**src/rtl/esp_pkg.sv**
```systemverilog
package esp_pkg;

   // Sample and average formats
   localparam int SAMPLE_BITS = 12;
   localparam int AVG_BITS    = 28;
   localparam int AVG_FRAC    = AVG_BITS - SAMPLE_BITS;
   localparam int Q8_SHIFT    = AVG_FRAC - 8;

   // Register and result widths
   localparam int ALPHA_BITS     = 17;
   localparam int ALPHA_FRAC     = 16;
   localparam int LIMIT_BITS     = 14;
   localparam int OFFSET_BITS    = 13;
   localparam int CSR_DATA_BITS  = 17;
   localparam int CSR_INDEX_BITS = 2;
   localparam int RESULT_BITS    = 22;

   // Weight multiplier: two weight bits per step
   localparam int DIFF_BITS = AVG_BITS + 1;
   localparam int ACC_BITS  = DIFF_BITS + ALPHA_FRAC + 1;
   localparam int MUL_STEPS = ALPHA_FRAC / 2;

   // Offset reading, wide enough for the biggest average plus offset
   localparam int V_BITS = ((SAMPLE_BITS + 9 > RESULT_BITS) ? SAMPLE_BITS + 9 : RESULT_BITS) + 1;

   // Percent divider
   localparam int SPAN_BITS  = LIMIT_BITS + 1;
   localparam int NUM_BITS   = 22;
   localparam int NUMER_BITS = 30;
   localparam int QUO_BITS   = 15;
   localparam int DIV_STEPS  = QUO_BITS;
   localparam int CNT_BITS   = 4;

   localparam logic [ALPHA_BITS-1:0] ONE_Q16  = ALPHA_BITS'(1 << ALPHA_FRAC);
   localparam logic [QUO_BITS-1:0]   PCT_FULL = QUO_BITS'(25600);

   localparam logic signed [V_BITS-1:0] OUT_MAX = V_BITS'((1 << (RESULT_BITS - 1)) - 1);
   localparam logic signed [V_BITS-1:0] OUT_MIN = -V_BITS'(1 << (RESULT_BITS - 1));

   typedef enum logic [CSR_INDEX_BITS-1:0] {
      CSR_EMA_ALPHA      = 2'd0,
      CSR_RANGE_LOW      = 2'd1,
      CSR_RANGE_HIGH     = 2'd2,
      CSR_READING_OFFSET = 2'd3
   } csr_index_type;

   typedef struct packed {
      logic start;
      logic mul_step;
      logic update;
      logic offset;
      logic clamp;
      logic div_load;
      logic div_step;
      logic finish;
   } cmd_type;

endpackage

```
**src/rtl/esp_ctrl.sv**
```systemverilog
module esp_ctrl (
   input  logic             clock,
   input  logic             reset,
   input  logic             req_valid,
   output logic             req_ready,
   output logic             rsp_valid,
   input  logic             rsp_ready,
   output esp_pkg::cmd_type cmd
);
   import esp_pkg::*;

   typedef enum logic [2:0] {
      S_IDLE,
      S_MUL,
      S_UPDATE,
      S_OFFSET,
      S_CLAMP,
      S_DIV_LOAD,
      S_DIVIDE,
      S_FINISH
   } state_type;

   state_type           state_ff;
   logic [CNT_BITS-1:0] cnt_ff;
   logic                rsp_valid_ff;

   assign req_ready = (state_ff == S_IDLE);
   assign rsp_valid = rsp_valid_ff;

   // Decode commands from the current state
   always_comb begin
      cmd          = '0;
      cmd.start    = (state_ff == S_IDLE) && req_valid;
      cmd.mul_step = (state_ff == S_MUL);
      cmd.update   = (state_ff == S_UPDATE);
      cmd.offset   = (state_ff == S_OFFSET);
      cmd.clamp    = (state_ff == S_CLAMP);
      cmd.div_load = (state_ff == S_DIV_LOAD);
      cmd.div_step = (state_ff == S_DIVIDE);
      cmd.finish   = (state_ff == S_FINISH) && (!rsp_valid_ff || rsp_ready);
   end

   // Sequence one word through multiply, update, scale and divide
   always_ff @(posedge clock) begin
      if (reset) begin
         state_ff     <= S_IDLE;
         cnt_ff       <= '0;
         rsp_valid_ff <= 1'b0;
      end else begin
         if (cmd.finish) begin
            rsp_valid_ff <= 1'b1;
         end else if (rsp_valid_ff && rsp_ready) begin
            rsp_valid_ff <= 1'b0;
         end

         unique case (state_ff)
            S_IDLE: begin
               cnt_ff <= '0;
               if (req_valid) begin
                  state_ff <= S_MUL;
               end
            end
            S_MUL: begin
               if (cnt_ff == CNT_BITS'(MUL_STEPS - 1)) begin
                  cnt_ff   <= '0;
                  state_ff <= S_UPDATE;
               end else begin
                  cnt_ff <= cnt_ff + 1'b1;
               end
            end
            S_UPDATE:   state_ff <= S_OFFSET;
            S_OFFSET:   state_ff <= S_CLAMP;
            S_CLAMP:    state_ff <= S_DIV_LOAD;
            S_DIV_LOAD: begin
               cnt_ff   <= '0;
               state_ff <= S_DIVIDE;
            end
            S_DIVIDE: begin
               if (cnt_ff == CNT_BITS'(DIV_STEPS - 1)) begin
                  cnt_ff   <= '0;
                  state_ff <= S_FINISH;
               end else begin
                  cnt_ff <= cnt_ff + 1'b1;
               end
            end
            S_FINISH: begin
               if (cmd.finish) begin
                  state_ff <= S_IDLE;
               end
            end
            default: state_ff <= S_IDLE;
         endcase
      end
   end

endmodule

```
**src/rtl/esp_datapath.sv**
```systemverilog
module esp_datapath (
   input  logic                                     clock,
   input  logic                                     reset,
   input  esp_pkg::cmd_type                         cmd,
   input  logic                                     csr_wr_en,
   input  logic [esp_pkg::CSR_INDEX_BITS-1:0]       csr_index,
   input  logic [esp_pkg::CSR_DATA_BITS-1:0]        csr_wdata,
   input  logic [esp_pkg::SAMPLE_BITS-1:0]          req_raw_sample,
   input  logic                                     req_restart_filter,
   output logic signed [esp_pkg::RESULT_BITS-1:0]   rsp_result_q8,
   output logic                                     rsp_is_percent
);
   import esp_pkg::*;

   // Configuration
   logic        [ALPHA_BITS-1:0]  alpha_ff;
   logic signed [LIMIT_BITS-1:0]  low_ff;
   logic signed [LIMIT_BITS-1:0]  high_ff;
   logic signed [OFFSET_BITS-1:0] offset_ff;

   // Filter state and working registers
   logic [AVG_BITS-1:0]          avg_ff;
   logic                         no_avg_ff;
   logic signed [DIFF_BITS-1:0]  diff_ff;
   logic [ALPHA_FRAC-1:0]        mulb_ff;
   logic signed [ACC_BITS-1:0]   acc_ff;
   logic signed [V_BITS-1:0]     v_ff;
   logic [NUM_BITS-1:0]          num_ff;
   logic [SPAN_BITS-1:0]         span_ff;
   logic [QUO_BITS-1:0]          rem_ff;
   logic [QUO_BITS-1:0]          qsh_ff;
   logic signed [RESULT_BITS-1:0] result_ff;
   logic                         is_percent_ff;

   // Next values
   logic [ALPHA_BITS-1:0]         alpha_sat;
   logic                          load;
   logic [AVG_BITS-1:0]           xs;
   logic signed [DIFF_BITS-1:0]   diff_in;
   logic signed [ACC_BITS-1:0]    acc_in;
   logic signed [ACC_BITS-1:0]    acc_rnd;
   logic signed [ACC_BITS-1:0]    corr;
   logic [AVG_BITS-1:0]           avg_in;
   logic [AVG_BITS:0]             avg_rnd;
   logic [AVG_BITS-Q8_SHIFT:0]    avg_q8;
   logic signed [V_BITS-1:0]      v_in;
   logic                          pct_mode;
   logic                          inverted;
   logic                          empty_range;
   logic signed [LIMIT_BITS-1:0]  lo_sel;
   logic signed [LIMIT_BITS-1:0]  hi_sel;
   logic signed [V_BITS-1:0]      lo256;
   logic signed [V_BITS-1:0]      hi256;
   logic signed [V_BITS-1:0]      v_clamp;
   logic signed [V_BITS-1:0]      num_wide;
   logic [SPAN_BITS-1:0]          span_in;
   logic [NUMER_BITS-1:0]         numer;
   logic [SPAN_BITS:0]            divisor;
   logic [QUO_BITS:0]             trial;
   logic [QUO_BITS:0]             trial_sub;
   logic                          ge;
   logic [QUO_BITS-1:0]           pct_cap;
   logic [QUO_BITS-1:0]           pct_val;
   logic signed [V_BITS-1:0]      v_sat;
   logic signed [RESULT_BITS-1:0] result_in;

   assign rsp_result_q8  = result_ff;
   assign rsp_is_percent = is_percent_ff;

   // Range mode decode; the user must keep the range stable while a word is in flight, the block does not enforce it
   assign pct_mode    = (low_ff != '0) || (high_ff != '0);
   assign inverted    = low_ff > high_ff;
   assign empty_range = (low_ff == high_ff);

   // Start: saturate weight, align sample, decide on a direct load
   assign alpha_sat = (alpha_ff > ONE_Q16) ? ONE_Q16 : alpha_ff;
   assign load      = no_avg_ff || req_restart_filter || (alpha_sat == ONE_Q16);
   assign xs        = AVG_BITS'(req_raw_sample) << AVG_FRAC;
   assign diff_in   = $signed({1'b0, xs}) - $signed({1'b0, avg_ff});

   // Multiply step: two weight bits, most significant first
   always_comb begin
      acc_in = acc_ff <<< 2;
      if (mulb_ff[ALPHA_FRAC-1]) begin
         acc_in = acc_in + (ACC_BITS'(diff_ff) <<< 1);
      end
      if (mulb_ff[ALPHA_FRAC-2]) begin
         acc_in = acc_in + ACC_BITS'(diff_ff);
      end
   end

   // Update: average moves by the rounded weighted difference
   assign acc_rnd = acc_ff + ACC_BITS'(1 << (ALPHA_FRAC - 1));
   assign corr    = acc_rnd >>> ALPHA_FRAC;
   assign avg_in  = avg_ff + corr[AVG_BITS-1:0];

   // Offset reading in Q8
   assign avg_rnd = (AVG_BITS + 1)'(avg_ff) + (AVG_BITS + 1)'(1 << (Q8_SHIFT - 1));
   assign avg_q8  = avg_rnd[AVG_BITS:Q8_SHIFT];
   assign v_in    = V_BITS'(avg_q8) + (V_BITS'(offset_ff) <<< 8);

   // Clamp to the ordered range and form the span
   assign lo_sel   = inverted ? high_ff : low_ff;
   assign hi_sel   = inverted ? low_ff : high_ff;
   assign lo256    = V_BITS'(lo_sel) <<< 8;
   assign hi256    = V_BITS'(hi_sel) <<< 8;
   assign v_clamp  = (v_ff < lo256) ? lo256 : ((v_ff > hi256) ? hi256 : v_ff);
   assign num_wide = v_clamp - lo256;
   assign span_in  = SPAN_BITS'(hi_sel) - SPAN_BITS'(lo_sel);

   // Numerator num*200 + span, divided by 2*span
   assign numer   = (NUMER_BITS'(num_ff) << 7) + (NUMER_BITS'(num_ff) << 6)
                  + (NUMER_BITS'(num_ff) << 3) + NUMER_BITS'(span_ff);
   assign divisor = {span_ff, 1'b0};

   // Restoring divide step
   assign trial     = {rem_ff, qsh_ff[QUO_BITS-1]};
   assign ge        = (QUO_BITS + 2)'(trial) >= (QUO_BITS + 2)'(divisor);
   assign trial_sub = trial - divisor[QUO_BITS:0];

   // Final result selection
   assign pct_cap = (qsh_ff > PCT_FULL) ? PCT_FULL : qsh_ff;
   assign pct_val = inverted ? (PCT_FULL - pct_cap) : pct_cap;
   assign v_sat   = (v_ff > OUT_MAX) ? OUT_MAX : ((v_ff < OUT_MIN) ? OUT_MIN : v_ff);

   always_comb begin
      if (!pct_mode) begin
         result_in = v_sat[RESULT_BITS-1:0];
      end else if (empty_range) begin
         result_in = '0;
      end else begin
         result_in = RESULT_BITS'(pct_val);
      end
   end

   // Configuration and filter control state
   always_ff @(posedge clock) begin
      if (reset) begin
         alpha_ff  <= ONE_Q16;
         low_ff    <= '0;
         high_ff   <= '0;
         offset_ff <= '0;
         no_avg_ff <= 1'b1;
      end else begin
         if (csr_wr_en) begin
            unique case (csr_index_type'(csr_index))
               CSR_EMA_ALPHA:      alpha_ff  <= csr_wdata[ALPHA_BITS-1:0];
               CSR_RANGE_LOW:      low_ff    <= csr_wdata[LIMIT_BITS-1:0];
               CSR_RANGE_HIGH:     high_ff   <= csr_wdata[LIMIT_BITS-1:0];
               CSR_READING_OFFSET: offset_ff <= csr_wdata[OFFSET_BITS-1:0];
               default: ;
            endcase
         end
         if (cmd.start) begin
            no_avg_ff <= 1'b0;
         end
      end
   end

   // Datapath registers
   always_ff @(posedge clock) begin
      if (cmd.start) begin
         diff_ff <= diff_in;
         acc_ff  <= '0;
         if (load) begin
            avg_ff  <= xs;
            mulb_ff <= '0;
         end else begin
            mulb_ff <= alpha_sat[ALPHA_FRAC-1:0];
         end
      end
      if (cmd.mul_step) begin
         acc_ff  <= acc_in;
         mulb_ff <= mulb_ff << 2;
      end
      if (cmd.update) begin
         avg_ff <= avg_in;
      end
      if (cmd.offset) begin
         v_ff <= v_in;
      end
      if (cmd.clamp) begin
         num_ff  <= num_wide[NUM_BITS-1:0];
         span_ff <= span_in;
      end
      if (cmd.div_load) begin
         rem_ff <= numer[NUMER_BITS-1:QUO_BITS];
         qsh_ff <= numer[QUO_BITS-1:0];
      end
      if (cmd.div_step) begin
         rem_ff <= ge ? trial_sub[QUO_BITS-1:0] : trial[QUO_BITS-1:0];
         qsh_ff <= {qsh_ff[QUO_BITS-2:0], ge};
      end
      if (cmd.finish) begin
         result_ff     <= result_in;
         is_percent_ff <= pct_mode;
      end
   end

endmodule

```
**src/rtl/ema_sample_to_percent.sv**
```systemverilog
// Channel   Direction  Ports                                   Word
// req       in         req_valid / req_ready                   raw_sample, restart_filter
// rsp       out        rsp_valid / rsp_ready                   result_q8, is_percent
// csr       in         csr_wr_en, csr_index, csr_wdata         one register per write
//
// Each word passes through 8 multiply steps (two weight bits each), four scaling
// steps, 15 steps of the restoring divider and one output load; the next word can be
// taken in the cycle after the result is loaded, so a new word is not taken before
// the previous one has been loaded into the output register.
// Reset clears the configuration to its defaults and marks the average as empty.
// A new word is accepted while the previous result waits in the output register;
// the final load holds until that register is free.
module ema_sample_to_percent (
   input  logic                                   clock,
   input  logic                                   reset,
   input  logic                                   req_valid,
   output logic                                   req_ready,
   input  logic [esp_pkg::SAMPLE_BITS-1:0]        req_raw_sample,
   input  logic                                   req_restart_filter,
   output logic                                   rsp_valid,
   input  logic                                   rsp_ready,
   output logic signed [esp_pkg::RESULT_BITS-1:0] rsp_result_q8,
   output logic                                   rsp_is_percent,
   input  logic                                   csr_wr_en,
   input  logic [esp_pkg::CSR_INDEX_BITS-1:0]     csr_index,
   input  logic [esp_pkg::CSR_DATA_BITS-1:0]      csr_wdata
);
   import esp_pkg::*;

   cmd_type cmd;

   esp_ctrl u_ctrl (
      .clock     (clock),
      .reset     (reset),
      .req_valid (req_valid),
      .req_ready (req_ready),
      .rsp_valid (rsp_valid),
      .rsp_ready (rsp_ready),
      .cmd       (cmd)
   );

   esp_datapath u_datapath (
      .clock              (clock),
      .reset              (reset),
      .cmd                (cmd),
      .csr_wr_en          (csr_wr_en),
      .csr_index          (csr_index),
      .csr_wdata          (csr_wdata),
      .req_raw_sample     (req_raw_sample),
      .req_restart_filter (req_restart_filter),
      .rsp_result_q8      (rsp_result_q8),
      .rsp_is_percent     (rsp_is_percent)
   );

endmodule

```
**config.mk**
```make
export PLATFORM = sky130hd
export DESIGN_NAME = ema_sample_to_percent
export DESIGN_NICKNAME = d
export VERILOG_FILES = /design/src/rtl/esp_pkg.sv /design/src/rtl/esp_ctrl.sv /design/src/rtl/esp_datapath.sv /design/src/rtl/ema_sample_to_percent.sv
export SDC_FILE = /design/constraint.sdc
export NUM_CORES = 1
export LEC_CHECK = 0
export ABC_AREA = 0
export BUFFER_PORTS_ARGS = -buffer_cell sky130_fd_sc_hd__buf_2
export CAP_MARGIN = 25
export CORE_ASPECT_RATIO = 0.7
export CORE_MARGIN = 3
export CORE_UTILIZATION = 51
export CTS_BUF_LIST = sky130_fd_sc_hd__clkbuf_8
export DETAILED_ROUTE_END_ITERATION = 8
export MAX_ROUTING_LAYER = met4
export PLACE_DENSITY = 0.71
export SYNTH_ARGS = -nofsm -noshare
export SYNTH_HDL_FRONTEND = slang
export SYNTH_SLANG_ARGS = --single-unit
```
**constraint.sdc**
```tcl
create_clock -name clock -period 8.8 [get_ports clock]
set_input_delay 0.44 -clock clock [delete_from_list [all_inputs] [get_ports clock]]
set_output_delay 0.44 -clock clock [all_outputs]
set_load 0.02 [all_outputs]
```
==> results.cfg, run 1 <==
[routing]
post_drt_via_cell_ratio = 6.140
initialDrtViolationCount = 2307
vias = 22005
drcViolationCount = 0
totalWireLength_um = 74320
ant_nets = 0
first_pass_iters = 6
route.detailed.wl_per_inst_um = 20.74

[sta]
timing.setup.tns_ns = 0
clock.fmax_mhz = 125.0
fin_skew_ns = 0.02672
final_period_minus_worst_setup_slack_ns = 8.002
worst_slew_margin_rel = 0.3214
report.final.slew_viol_count = 0
fin_crit_sh = 0.9093
report.final.setup_viol = 0
worstMarginPinSlew_ns = 1.018
final_hold_viols = 0
rsz0062_at_grt = false

[floorplanning]
floorplan.die.width_um = 272.4
die_height_um = 192.5
core_area_um2 = 48450
io_pins = 62
floorplan.die_area_um2 = 52420
rows = 67
floorplan.initialDensity = 0.5228

[power]
clkPwrFrac = 0.266
power.switching_mw = 1.841
design_power_total_mw = 4.932
seq_power_share = 0.345
cell_internal_pwr_mw = 3.091
max-vdd-ir-drop_uv = 117.7
power-per-cell-area_nw_per_um2 = 180.0
power.share.switching = 0.3732
cellLeakagePower_nw = 11.17
p_comb_frac = 0.388

[global_route]
grt_first_pass_wirelength_um = 115600
globalRoute.totalOverflow = 0
first_global_vias = 20393
grt_start_max_net_pins = 66
number_of_antenna_violations_at_the_first_check_in_global_routing = 1
grt_use_total = 0.2867

[critical_path]
path_class = flip-flop to flip-flop
timing.critical_path.max_delay_family = compound AO/OA/AOI/OAI gates
worstPathRequired_ns = 9.16
timing.critical_path.slowest_cell_delay_ns = 0.52
worst_setup_path_end_kind = flip-flop
worstPathBufferInverterCount = 3
cp_num_cells = 32
cp_data_arrival_time_ns = 8.36
startpoint_type = flip-flop
ff2ff_path_depth = 32
crit_fanout = 21
crit_slowest_cell = nor2_2
timing.critical_path.mode_cell = a21boi_0

[clock_network]
clk_pin_slew_worst_paths_ns = 0.06
inserted_clock_buffers = 51
clock_tree.htree_level_count = 2
cts_hold_repair.buffers = 0
clock_path_buffers = 3
postCtsSetupRepairBufs = 0
cts_tree = yes
post_cts.resized_instances = 0
number_of_clock_sinks_seen_by_cts = 297
worstSkewPairLatency_ns = 0.62
cts-root-buf = clkbuf_8

[synthesis]
synth_cells = 2845
ys_seq_elements = 297
synth_sequential_area_ratio = 0.3248
post-synth-top-count-cell = nand2_1
number_of_enable_flip_flop_cells_after_synthesis = 228
synth_area_leaders = edfxtp_1 (27%), ha_1 (13%), a21oi_1 (5.6%)
postSynth.topFlopCell = edfxtp_1
simple_gate_fraction_of_synth_area = 0.1707
synth.mux.area_fraction = 0.01739
synth-compound-area-share = 0.2124
netlist.area_leader.share = 0.2703
synth_xor_area_frac = 0.07814
postSynthNetCount = 3179
ys.warnings.count = 0
post-synth-top-area-cell = edfxtp_1
syn_area_um2 = 25330
ys_types = 96
syn_avg_cell_area_um2 = 8.904
post_synth_adder_cell_area = 0.1623
synth_top_family_by_area = compound AO/OA/AOI/OAI gates
synth_common_cells = nand2_1 (309), a21oi_1 (284), ha_1 (263), nor2_1 (246), edfxtp_1 (228)
async_reset_ff_frac = 0

[place]
placement.io_buffers = 61
place_congestion = 0.9448
place_hpwl_um = 57800

[finish]
number_of_fill_cells = 4397
antenna-diode-count = 0
drive_gt1_frac = 0.08160
final_net_count = 3222
sequential_cell_area_um2 = 8228
multi_input_area_um2 = 16260
synthToLayoutAreaGrowth_pct = 8.155

[worst_hold_path]
tightest_hold_check_type = primary input to flip-flop
holdPathStages = 3

[status]
result_of_the_run = complete, no violations

[flow_run]
number_of_max_capacitance_violations_reported = 0
-- worst register-to-register path, delay by kind of cell, from the launching register on --
family / cells / cell delay [ns]
xor gates and xnor gates: 1 / 0.15
AOI/OAI and AO/OA: 18 / 3.76
DFF: 1 / 0.42
adders and majority gates: 3 / 1.03
buffers and inverters: 3 / 0.74
and+or+nand+nor: 7 / 1.63
-- cell families after synthesis --
group | Yosys count
adder cells (fa/ha/maj) | 311
AND/OR/NAND/NOR | 919
flip-flops | 297
XOR/XNOR | 226
buffers and inverters | 223
multiplexers | 40
AO/OA/AOI/OAI | 829
-- area by class of cell --
cell class	instances	share of cell area
sequential	297	0.3003
timing repair buffer	91	0.02124
multi-input combinational	2325	0.5937
clock buffer	63	0.03165
tap	655	0.02991
inverter	122	0.01672
clock inverter	31	0.006485
-- routing by layer --
layer,up-vias,GRT usage,routed length [um],share of wire
li1,10514,-,-,-
met1,10557,0.4524,37970,0.51
met2,857,0.3886,29260,0.39
met3,77,0.04052,6235,0.084
met4,0,0.04557,860,0.012
met5,-,-,0,0
-- per-stage QoR --
step                setup WS (ns)  utilization  cell area [um2]  instances  hold slack, ns
global route               0.2306       0.5654            27400       3584         0.05253
floorplan                   1.637            -            25330       2845          0.4280
finish                     0.7979       0.5654            27400       3584         0.07349
global placement            1.178       0.5419            26260       3484          0.4340
CTS                         1.048       0.5649            27370       3582         0.04150
detailed placement          1.074       0.5434            26330       3488          0.4491
-- power groups by stage --
| stage | clock network, mW | registers (mW) | logic [mW] |
|---|---|---|---|
| 6_report | 1.31 | 1.70 | 1.92 |
| 5_1_grt | 1.39 | 1.71 | 2.11 |
| 4_1_cts | 1.34 | 1.70 | 1.88 |
| 3_5_place_dp | 0 | 1.73 | 1.86 |
| 3_3_place_gp | 0 | 1.73 | 1.82 |
| 2_1_floorplan | 0 | 1.69 | 1.45 |
-- sequential cells by signal, indices dropped and copies added (netlist names) --
| register | count |
|---|---|
| u_datapath.offset_ff | 13 |
| u_datapath.num_ff | 22 |
| u_datapath.rsp_result_q8 | 22 |
| u_datapath.alpha_ff | 17 |
| u_datapath.mulb_ff | 16 |
| u_ctrl.rsp_valid | 1 |
| u_datapath.qsh_ff | 15 |
| u_datapath.high_ff | 14 |
| u_datapath.acc_ff | 44 |
| u_datapath.rsp_is_percent | 1 |
| u_ctrl.cnt_ff | 4 |
| u_datapath.v_ff | 23 |
| u_datapath.span_ff | 15 |
| u_datapath.rem_ff | 15 |
| u_datapath.no_avg_ff | 1 |
| u_datapath.low_ff | 14 |
| u_datapath.diff_ff | 29 |
| u_datapath.avg_ff | 28 |
| u_ctrl.state_ff | 3 |
-- layout by cell type (no fill, tap or decap), drive strengths merged, types with 54 or more instances in the layout --
master,n
a21o,84
clkbuf,63
o21ai,146
ha,263
inv,138
buf,91
edfxtp,228
a21oi,285
nor3,54
xor2,83
nand2,311
a211oi,61
xnor2,143
nand3,64
nor2,247
dfxtp,69
-- path summary, 6_finish.rpt --
| kind | slack, ns | to | start |
|---|---|---|---|
| worst max-delay path | 0.80 | u_datapath.num_ff[21] | u_datapath.high_ff[11] |
| worst min-delay path | 0.07 | u_datapath.alpha_ff[16] | csr_wdata[16] |
| worst min register to register | 0.46 | u_datapath.alpha_ff[12] | u_datapath.alpha_ff[12] |
| worst max register to register | 0.80 | u_datapath.num_ff[21] | u_datapath.high_ff[11] |
Note: power is estimated with default switching activity, not from simulation.
==> run 2, diff against run 1 <==
Settings changed: SLEW_MARGIN set to 10, SYNTH_HIERARCHICAL set to 1.
==> results.cfg, run 2 <==
[place]
placement.io_buffers = 61
placed_cells_incl_taps = 3519
placement.setup.worst_slack_ns = 1.128
place_hpwl_um = 59990
place_congestion = 1.013

[status]
result_of_the_run = complete, no violations

[clock_network]
cts-root-buf = clkbuf_8
clock_path_buffers = 3
postCtsSetupRepairBufs = 0
clock_tree.htree_level_count = 2
cts_tree = yes
inserted_clock_buffers = 49
number_of_clock_sinks_seen_by_cts = 297
worstSkewPairLatency_ns = 0.63
cts_hold_repair.buffers = 0
clk_pin_slew_worst_paths_ns = 0.07
post_cts.resized_instances = 0

[finish]
number_of_fill_cells = 4422
layout_commonest_cell = nand2_1
top_regs = u_datapath/acc_ff: 44 flops, u_datapath/diff_ff: 29 flops, u_datapath/avg_ff: 28 flops
drive_gt1_frac = 0.09220
final_net_count = 3247
synthToLayoutAreaGrowth_pct = 8.502
largest_register = u_datapath/acc_ff
largest_register_ffs = 44
antenna-diode-count = 0
instances_no_fill = 3615
final_cell_mix = nand2_1 (326), ha_1 (267), a21oi_1 (260), edfxtp_1 (228), nor2_1 (203)

[floorplanning]
rows = 68
die_height_um = 194.0
floorplan.die_area_um2 = 53240
io_pins = 62
floorplan.initialDensity = 0.5189
core_area_um2 = 49600
floorplan.die.width_um = 274.5

[power]
design_power_total_mw = 11.79
cellLeakagePower_nw = 11.40
clkPwrFrac = 0.130
power.switching_mw = 5.647
seq_power_share = 0.213
p_comb_frac = 0.658
cell_internal_pwr_mw = 6.146
max-vdd-ir-drop_uv = 365.4
power-per-cell-area_nw_per_um2 = 422.3
power.share.switching = 0.4789

[worst_hold_path]
worstHoldStart = csr_wdata[14]
holdPathStages = 3
tightest_hold_check_type = primary input to flip-flop
min_to = u_datapath/alpha_ff[14]

[critical_path]
cp_data_arrival_time_ns = 8.13
path_class = flip-flop to flip-flop
timing.critical_path.mode_cell = o21ai_0
worstReg2RegStart = u_datapath/high_ff[8]
startpoint_type = flip-flop
worstPathRequired_ns = 9.15
ff2ff_path_depth = 31
crit_slowest_cell = nor4_4
timing.critical_path.slowest_cell_delay_ns = 0.67
rrSetupSlack_ns = 1.03
critical_path.reg2reg.endpoint = u_datapath/num_ff[21]
worst_setup_path_end_kind = flip-flop
crit_fanout = 26

[synthesis]
synth_common_cells = nand2_1 (326), ha_1 (267), a21oi_1 (260), edfxtp_1 (228), nor2_1 (203)
syn_avg_cell_area_um2 = 8.971
postSynthNetCount = 3207
synth_area_leaders = edfxtp_1 (27%), ha_1 (13%), dfxtp_1 (5.4%)
ys_types = 99
ys.warnings.count = 6
netlist.area_leader.share = 0.2660
post-synth-top-count-cell = nand2_1
synth_cells = 2869
post-synth-top-area-cell = edfxtp_1
number_of_enable_flip_flop_cells_after_synthesis = 228
syn_area_um2 = 25740
synth_sequential_area_ratio = 0.3197
ys_seq_elements = 297
async_reset_ff_frac = 0
postSynth.topFlopCell = edfxtp_1

[sta]
timing.setup.tns_ns = 0
final_hold_viols = 0
worst_slack_ns = 1.028
fin_crit_sh = 0.8832
fin_skew_ns = 0.03331
report.final.slew_viol_count = 0
final_period_minus_worst_setup_slack_ns = 7.772
report.final.setup_viol = 0
rsz0062_at_grt = false
worst_slew_margin_rel = 0.3121
worstMarginPinSlew_ns = 1.032
clock.fmax_mhz = 128.7

[global_route]
grt_use_total = 0.2933
grt_start_max_net_pins = 68
first_global_vias = 20976
globalRoute.totalOverflow = 0
number_of_antenna_violations_at_the_first_check_in_global_routing = 1
grt_first_pass_wirelength_um = 120300

[routing]
route.layer.met1.wl_um = 38880
vias = 22583
initialDrtViolationCount = 2517
met2_wl_post_dr_um = 29980
maxUsedRoutingLayer = met4
ant_nets = 0
route.detailed.wl_per_inst_um = 21.37
drcViolationCount = 0
post_drt_via_cell_ratio = 6.247
totalWireLength_um = 77240
first_pass_iters = 6
met3_wirelength_um = 7365

[flow_run]
number_of_max_capacitance_violations_reported = 0
-- run 2: cell types whose count changed in the layout (fill, tap and decap cells not counted), sizes merged, moves of 14 or more --
| cell | delta |
|---|---|
| nand2 | +15 |
| a21oi | -23 |
| mux2 | +14 |
| o21ai | +14 |
| mux2i | +16 |
| nor2 | -44 |
-- run 2: per-stage QoR --
step	hold slack [ns]	instance area (um2)	util
4_1_cts	0.02296	27870	0.5620
3_5_place_dp	0.4492	26660	0.5374
2_1_floorplan	0.4239	25740	-
6_report	0.06623	27930	0.5630
5_1_grt	0.04024	27930	0.5630
3_3_place_gp	0.4391	26650	0.5373
-- run 2: worst max-delay path by stage --
stage | start | end | cells after the start | slack, ns
after floorplan | u_datapath/high_ff[8] | u_datapath/num_ff[20] | 35 | 1.84
after global placement | u_datapath/high_ff[8] | u_datapath/num_ff[20] | 32 | 1.28
after detailed placement | u_datapath/high_ff[8] | u_datapath/num_ff[21] | 30 | 1.13
after CTS | u_datapath/high_ff[8] | u_datapath/num_ff[21] | 30 | 1.07
after global routing | u_datapath/high_ff[8] | u_datapath/num_ff[21] | 28 | 0.39
final | u_datapath/high_ff[8] | u_datapath/num_ff[21] | 31 | 1.03
-- run 2: routing by layer --
metal  vias to the layer above  global-route usage
met1                     10912              0.4665
met3                        88             0.04985
met5                         -                   -
met4                         0             0.04460
met2                       938              0.3894
li1                      10645                   -
-- run 2: worst max-delay path, delay by kind of cell, from the launching register on --
kind	cells	cell delay, ns
compound gates	14	2.84
simple gates	7	1.52
buf+inv	5	1.09
fa+ha+maj	3	1.01
flops	1	0.47
mux	1	0.38
xor+xnor	1	0.17
-- run 2: final cells by class --
type	instances	area [um2]	share of cell area
clock inverter	32	391.6	0.01402
inverter	132	495.5	0.01774
timing repair buffer	93	556.8	0.01994
sequential	297	8228	0.2946
clock buffer	60	825.8	0.02957
multi-input combinational	2336	16600	0.5943
tap	665	832.0	0.02979
-- run 2: cell families (layout without fill, tap and decap cells) --
kind of cell	after synthesis	in the layout	synth area share
AOI/OAI and AO/OA	841	841	0.2128
xor gates and xnor gates	226	226	0.07690
adders and majority gates	314	314	0.1613
buffers and inverters	236	317	0.03656
DFF	297	297	0.3197
muxes	70	70	0.02931
and+or+nand+nor	885	885	0.1634
-- run 2: power groups by stage --
stage / clock network [mW] / logic (mW) / registers (mW)
finish: 1.53 / 7.75 / 2.51
global route: 1.63 / 8.50 / 2.54
CTS: 1.56 / 7.56 / 2.50
detailed placement: 0 / 7.51 / 2.53
global placement: 0 / 7.29 / 2.52
floorplan: 0 / 5.95 / 2.32
==> run 3, diff against run 2 <==
Settings changed: CELL_PAD_IN_SITES_DETAIL_PLACEMENT set to 1, CELL_PAD_IN_SITES_GLOBAL_PLACEMENT set to 1, PLACE_DENSITY 0.71 to 0.87.
==> results.cfg, run 3 (same netlist as run 2, synthesis figures left out) <==
[floorplanning]
floorplan.die.width_um = 274.5
io_pins = 62
rows = 68
floorplan.initialDensity = 0.5189
core_area_um2 = 49600
floorplan.die_area_um2 = 53240
die_height_um = 194.0

[sta]
report.final.setup_viol = 0
rsz0062_at_grt = false
final_hold_viols = 0
report.final.slew_viol_count = 0
fin_worst_hold_slack_ns = 0.06171
final_period_minus_worst_setup_slack_ns = 7.972
timing.setup.tns_ns = 0
worstMarginPinSlew_ns = 1.135
fin_skew_ns = 0.03582
clock.fmax_mhz = 125.4
fin_crit_sh = 0.9059
worst_slew_margin_rel = 0.2388

[finish]
finalCoreUtilization = 0.5583
number_of_fill_cells = 5808
largest_register_ffs = 44
layout_commonest_cell = nand2_1
largest_register = u_datapath/acc_ff
final_cell_mix = nand2_1 (326), ha_1 (267), a21oi_1 (260), edfxtp_1 (228), nor2_1 (203)
multi_input_area_um2 = 16590
drive_gt1_frac = 0.08427
top_regs = u_datapath/acc_ff: 44 flops, u_datapath/diff_ff: 29 flops, u_datapath/avg_ff: 28 flops
synthToLayoutAreaGrowth_pct = 7.593
sequential_cell_area_um2 = 8228
final_net_count = 3242

[global_route]
grt_use_total = 0.3340
grt_start_max_net_pins = 68
grt_first_pass_wirelength_um = 136800
globalRoute.totalOverflow = 0
number_of_antenna_violations_at_the_first_check_in_global_routing = 7
first_global_vias = 23622

[clock_network]
inserted_clock_buffers = 49
cts_hold_repair.buffers = 0
cts-root-buf = clkbuf_8
clock_path_buffers = 3
clock_tree.htree_level_count = 2
post_cts.resized_instances = 0
cts_tree = yes
clk_pin_slew_worst_paths_ns = 0.08
postCtsSetupRepairBufs = 0
worstSkewPairLatency_ns = 0.62
number_of_clock_sinks_seen_by_cts = 297

[power]
max-vdd-ir-drop_uv = 378.5
cellLeakagePower_nw = 11.35
power-per-cell-area_nw_per_um2 = 430.4

[routing]
first_pass_iters = 5
post_drt_via_cell_ratio = 6.436
drcViolationCount = 0
initialDrtViolationCount = 1977
vias = 23226
route.detailed.wl_per_inst_um = 24.42
totalWireLength_um = 88150
ant_nets = 0

[status]
result_of_the_run = complete, no violations

[place]
place_hpwl_um = 68350
place_congestion = 0.9498
placement.io_buffers = 61

[critical_path]
crit_fanout = 30
path_class = flip-flop to flip-flop
crit_slowest_cell = o21ai_2
startpoint_type = flip-flop
cp_data_arrival_time_ns = 8.31
worstPathRequired_ns = 9.14
worst_setup_path_end_kind = flip-flop
crit_path_start = u_datapath/high_ff[7]
timing.critical_path.mode_cell = o21ai_0
worstReg2RegStart = u_datapath/high_ff[7]
timing.critical_path.slowest_cell_delay_ns = 0.49

[worst_hold_path]
worstHoldStart = csr_wdata[16]
tightest_hold_check_type = primary input to flip-flop

[flow_run]
number_of_max_capacitance_violations_reported = 0
[run 3: layout make-up]
class / instances / share of cell area
flip-flops and latches: 297 / 0.2971
clock inverters: 38 / 0.01143
repair buffers: 88 / 0.01852
inverters: 132 / 0.01789
well taps: 665 / 0.03005
diodes: 1 / 0.00009036
clock buffers: 52 / 0.02584
multi-input cells: 2336 / 0.5991
[run 3: final timing paths]
check                            endpoint  slack [ns]  depth (start not counted)
setup / recovery    u_datapath/num_ff[21]        0.83                         28
hold reg to reg    u_datapath/alpha_ff[7]        0.46                          2
hold / removal    u_datapath/alpha_ff[16]        0.06                          3
setup reg to reg    u_datapath/num_ff[21]        0.83                         28
[run 3: stage by stage]
stage / setup WS, ns / std cells / power, mW / area [um2]
2_1_floorplan: 1.838 / 2869 / 8.277 / 25740
3_3_place_gp: 1.111 / 3514 / 9.852 / 26620
3_5_place_dp: 0.7938 / 3515 / 10.32 / 26630
4_1_cts: 0.7533 / 3605 / 11.76 / 27660
5_1_grt: 0.1298 / 3609 / 12.79 / 27690
6_report: 0.8283 / 3609 / 11.92 / 27690
[run 3: critical path: cells and delay by family (launching register included)]
family | cells | cell delay [ns]
flip-flops | 1 | 0.41
XOR/XNOR | 1 | 0.18
AND/OR/NAND/NOR | 4 | 0.53
multiplexers | 1 | 0.45
buffers and inverters | 3 | 0.89
adder cells (fa/ha/maj) | 3 | 1.00
AO/OA/AOI/OAI | 16 | 4.21
[run 3: layer usage]
metal	routed length [um]	track usage	share of wire
met5	0	-	0
met4	2313	0.08605	0.026
met3	6683	0.05764	0.076
met2	37590	0.4828	0.43
met1	41560	0.4833	0.47
[run 3: power breakdown]
part	total (mW)	internal [mW]	switching (mW)
clock	1.33	0.723	0.609
combinational	8.08	3.19	4.88
sequential	2.51	2.08	0.430
